[src/hw/rtl/chs_isqrt.sv]
// Pipelined integer square root, one result bit per register stage.
// A sideband word travels alongside; no package dependencies.
module chs_isqrt #(
    parameter int ROOT_W = 22,
    parameter int SIDE_W = 25
) (
    input  logic                  aclk,
    input  logic                  aresetn,
    input  logic                  en,
    input  logic                  in_valid,
    input  logic [2*ROOT_W-1:0]   in_value,
    input  logic [SIDE_W-1:0]     in_side,
    output logic                  out_valid,
    output logic [ROOT_W-1:0]     out_root,
    output logic [SIDE_W-1:0]     out_side
);

    logic                valid_reg [ROOT_W];
    logic [ROOT_W-1:0]   root_reg  [ROOT_W];
    logic [SIDE_W-1:0]   side_reg  [ROOT_W];
    logic [ROOT_W:0]     rem_reg   [ROOT_W-1];
    logic [2*ROOT_W-1:0] val_reg   [ROOT_W-1];

    for (genvar i = 0; i < ROOT_W; i++) begin : g_stage
        logic                valid_p;
        logic [ROOT_W-1:0]   root_p;
        logic [SIDE_W-1:0]   side_p;
        logic [ROOT_W:0]     rem_p;
        logic [2*ROOT_W-1:0] val_p;
        logic [ROOT_W+1:0]   rem_c;
        logic [ROOT_W+1:0]   trial;
        logic                ge;
        logic [ROOT_W+1:0]   rem_next;
        logic [ROOT_W-1:0]   root_next;

        if (i == 0) begin : g_first
            assign valid_p = in_valid;
            assign root_p  = '0;
            assign side_p  = in_side;
            assign rem_p   = '0;
            assign val_p   = in_value;
        end else begin : g_rest
            assign valid_p = valid_reg[i-1];
            assign root_p  = root_reg[i-1];
            assign side_p  = side_reg[i-1];
            assign rem_p   = rem_reg[i-1];
            assign val_p   = val_reg[i-1];
        end

        // Bring down the next two bits and try the candidate root bit.
        always_comb begin
            rem_c     = {rem_p[ROOT_W-1:0], val_p[2*ROOT_W-1 -: 2]};
            trial     = {root_p, 2'b01};
            ge        = (rem_c >= trial);
            rem_next  = ge ? (rem_c - trial) : rem_c;
            root_next = {root_p[ROOT_W-2:0], ge};
        end

        always_ff @(posedge aclk) begin
            if (!aresetn) begin
                valid_reg[i] <= 1'b0;
            end else if (en) begin
                valid_reg[i] <= valid_p;
            end
        end

        always_ff @(posedge aclk) begin
            if (en) begin
                root_reg[i] <= root_next;
                side_reg[i] <= side_p;
            end
        end

        if (i < ROOT_W - 1) begin : g_carry
            always_ff @(posedge aclk) begin
                if (en) begin
                    rem_reg[i] <= rem_next[ROOT_W:0];
                    val_reg[i] <= val_p << 2;
                end
            end
        end
    end

    assign out_valid = valid_reg[ROOT_W-1];
    assign out_root  = root_reg[ROOT_W-1];
    assign out_side  = side_reg[ROOT_W-1];

endmodule

[config.mk]
export PLATFORM = sky130hd
export DESIGN_NAME = chs_isqrt
export DESIGN_NICKNAME = d
export VERILOG_FILES = /design/src/hw/rtl/chs_isqrt.sv
export SDC_FILE = /design/constraint.sdc
export NUM_CORES = 2
export LEC_CHECK = 0
export ABC_AREA = 1
export BUFFER_PORTS_ARGS = -buffer_cell sky130_fd_sc_hd__buf_2
export CAP_MARGIN = 30
export CORE_ASPECT_RATIO = 1.75
export CORE_UTILIZATION = 40
export CTS_CLUSTER_DIAMETER = 100
export CTS_CLUSTER_SIZE = 25
export DETAILED_ROUTE_END_ITERATION = 8
export SLEW_MARGIN = 0
export SYNTH_ARGS = -nofsm -noshare
export SYNTH_HDL_FRONTEND = slang
export SYNTH_SLANG_ARGS = --single-unit
[constraint.sdc]
create_clock -name aclk -period 2.3 [get_ports aclk]
set_clock_uncertainty 0.15 [all_clocks]
set_input_delay 0.23 -clock aclk [delete_from_list [all_inputs] [get_ports aclk]]
set_output_delay 0.23 -clock aclk [all_outputs]
set_load 0.01 [all_outputs]
==> flow_summary.ini <==
[power]
power_frac_seq = 0.513
p_int_w = 0.0540
comb_power_share = 0.276
swShare = 0.302
p_per_area_nw_per_um2 = 745
clkPwrFrac = 0.211
net-switching-power_w = 0.0233
p_leak_nw = 43.8
max-vdd-ir-drop_mv = 0.851

[critical_path]
cp-endpoint = rem_reg[5][4]
path_buf_inv = 3
crit_type = register to register
worstReg2RegEnd = rem_reg[5][4]
endpoint_kind = register
crit_path_max_fanout = 5
crit_path_start_kind = register
crit_cells = 11
critPathMostFrequentCell = nand2_4
r2r_start = rem_reg[4][82]
max_stage_delay_ps = 500
worstPathCellList = ha_4 > nand2_4 > inv_2 > nand2_4 > nor3_4 > nand3_4 > nand2_8 > clkinv_8 > clkbuf_16 > nand2_4 > nand2_2
cp_top_family = simple AND/OR/NAND/NOR gates
critPathSlowestCell = edfxtp_1
cp.required_ps = 2660
crit_arrival_ps = 2750
reg2regPathDepth = 11
startpoint = rem_reg[4][82]
rrSetupSlack_ps = -100

[clocking]
cts_max_level = 3
cts_buffers = 79
cts.reportedPaths.clkPinSlew_ps = 110
root_buffer = clkbuf_16
clk_path_buf_depth = 3
cts_tree = built
clock_sinks = 1721
clk_latency_ps = 770

[outcome]
status = finished with violations
failed_checks = negative setup slack

[job]
maxCapViolations = 0

[global_route]
grt_use_met3 = 0.0206
busiest_layer = met2
use_met2 = 0.471
globalRouteMet1Util = 0.168
grt_pass1_wl_um = 327000
gr-total-overflow = 0
track_usage = 0.221
antenna_found_initial = 3
first_global_vias = 58800
grt_max_degree = 86

[sta]
period_needed_ps = 2400
layout_setup_ws_ps = -96.5
setup_violations = 82
fin_crit_sh = 1.04
drv_slew = 0
worst_pin_slew_ps = 609
slew_headroom = 0.591
max_freq_ghz = 0.417
rsz0062_at_grt = yes
holdWs_ps = 61.9
hold_viol_final = 0

[floorplan]
core_area_um2 = 196000
initial_core_util = 0.403
die_h_um = 589
fp.dieArea_um2 = 199000
die_w_um = 338
pin_count = 121
rows = 215

[routing]
antenna_left = 0
drc = 0
dr.pass1.iters = 5
via_per_inst = 4.82
dr_total_vias = 56800
wire_per_inst_um = 19.3
drt-initial-drc-count = 2503
routed_wl_um = 227000

[synthesis]
yosys_warnings = 0
yosys.area_share.simple = 0.186
synth_compound_area_frac = 0.0336
netlist_area_um2 = 78800
yosys.area.top_type_share = 0.655
synth_fp_nets = 7730
yosysTopAreaCell = edfxtp_1
seq_area_frac_synth = 0.655
synthArstFlopShare = 0
ys.flop_type = edfxtp_1
synth_edf_count = 1720
syn_inst = 7381
synth_top_family_by_area = simple AND/OR/NAND/NOR gates
syn_avg_cell_area_um2 = 10.7
synthAdderAreaFrac = 0.0438
muxShareOfSynthArea = 0
synth_cell_types = 53
ys_ff_latch = 1721
synth_area_leaders = edfxtp_1, nand2_1, inv_1
synth_xor_area_frac = 0.0196

[final_layout]
area_growth_syn_to_layout_pct = 31.7
fillers = 17400
nets = 9509
largest_register_ff_count = 550
multi_input_area_um2 = 27800
fin_cells = 11800
drive_above_1_share = 0.323
final_util = 0.530
regArea_um2 = 51700

[hold_path]
hold_path_class = input port to register
min_delay_path_depth = 2

[placement]
pre_cts_ws_ps = -460
gp_congestion = 0.970
io_buffers = 120
dp_hpwl_um = 173000
placed_cells = 11200
-- kinds of logic (layout without fill, tap and decap cells) --
logic type / Yosys count / after routing
AOI/OAI and AO/OA: 475 / 475
xor gates and xnor gates: 176 / 176
adders and majority gates: 276 / 276
buffers and inverters: 1221 / 3017
DFF: 1721 / 1721
other: 1 / 2
and+or+nand+nor: 3511 / 3512
-- stage by stage --
stage | setup TNS [ps] | area [µm²] | power, W
after detailed placement | -55210 | 91700 | 0.0573
after CTS | -43.8 | 98600 | 0.0754
after global placement | -55290 | 91700 | 0.0571
after global routing | -12140 | 104000 | 0.0810
after floorplan | 0 | 78800 | 0.0482
final | -3590 | 104000 | 0.0774
-- cells in the final DEF, fill, tap and decap left out, drive strengths merged --
cell type    count
nand2         2214
edfxtp        1720
buf           1608
inv           1174
nor2           635
nand3          393
ha             276
a21oi          258
o21ai          192
dlygate4sd3    123
xor2           118
nand4          105
clkbuf          98
nand3b          59
nor3            59
xnor2           58
or2             24
and2            15
clkinv          13
o21bai          12
o211ai           5
nor4             4
o21a             3
nor3b            2
a21o             2
a21boi           2
diode            1
nor2b            1
and3             1
o2111ai          1
bufinv           1
conb             1
dfxtp            1
-- layout make-up --
cell class                 count  area share
sequential                  1721       0.498
clock buffer                  87      0.0193
multi-input combinational   4440       0.268
antenna                        1   0.0000241
tap                         2604      0.0314
inverter                    1168      0.0434
timing repair inverter         8    0.000699
clock inverter                12     0.00237
timing repair buffer        1742       0.137
-- what timing repair did --
action | 4_1_cts | 5_1_grt
endpoints found under the setup margin | 340 | 368
endpoints found under the hold margin | 446 | 0
gates resized for setup | 503 | 887
hold buffers | 123 | 0
pin swaps | 77 | 231
buffers inserted | 112 | 195
gates cloned | 8 | 17
-- worst min-delay path by stage --
stage / startpoint / slack [ps] / end
after floorplan: in_side[0] / 180 / side_reg[0][0]
after global placement: val_reg[0][240] / 250 / val_reg[0][284]
after detailed placement: side_reg[0][99] / 250 / side_reg[0][124]
after CTS: in_value[23] / 0.2 / val_reg[0][23]
after global routing: in_value[8] / 20 / val_reg[0][8]
final: in_value[1] / 60 / val_reg[0][1]
-- worst reg2reg max path, delay by kind of cell, from the launching register on --
family / cells / cell delay (ps)
adder cells (fa/ha/maj): 1 / 360
flip-flops: 1 / 500
AND/OR/NAND/NOR: 7 / 770
buffers and inverters: 3 / 370
-- routing by layer --
| metal | wire length (µm) | up-vias |
|---|---|---|
| li1 | - | 27900 |
| met1 | 64100 | 27000 |
| met2 | 135000 | 1128 |
| met3 | 4810 | 745 |
| met4 | 23100 | 0 |
| met5 | 0 | - |
-- Yosys cell counts, types with 3 or more instances --
cell	instances
or2_2	19
buf_4	18
o211ai_1	5
clkbuf_1	3
nor3_2	3
and2_1	15
o21ai_1	72
nor2_1	604
clkinv_1	3
o21a_1	3
nor2_4	5
nand3b_1	59
nand2_2	32
nand4_1	100
o21ai_0	94
inv_2	55
nand4_2	4
a21oi_1	232
buf_6	16
edfxtp_1	1720
nand2_1	2180
ha_1	276
nand3_4	4
nor3_1	56
buf_2	14
or2_1	4
o21ai_2	26
inv_1	1106
nor4_1	4
inv_4	3
nand3_1	382
xor2_1	118
o21bai_1	11
nand3_2	7
xnor2_1	58
nor2_2	24
a21oi_2	25
-- power groups by stage --
| stage | combinational [W] | clock [W] | sequential (W) |
|---|---|---|---|
| after global routing | 0.0232 | 0.0179 | 0.0399 |
| final | 0.0214 | 0.0163 | 0.0397 |
| after detailed placement | 0.0171 | 0 | 0.0402 |
| after global placement | 0.0170 | 0 | 0.0401 |
| after CTS | 0.0187 | 0.0171 | 0.0396 |
| after floorplan | 0.00865 | 0 | 0.0395 |
No activity file was read; power rests on OpenSTA's default activity.
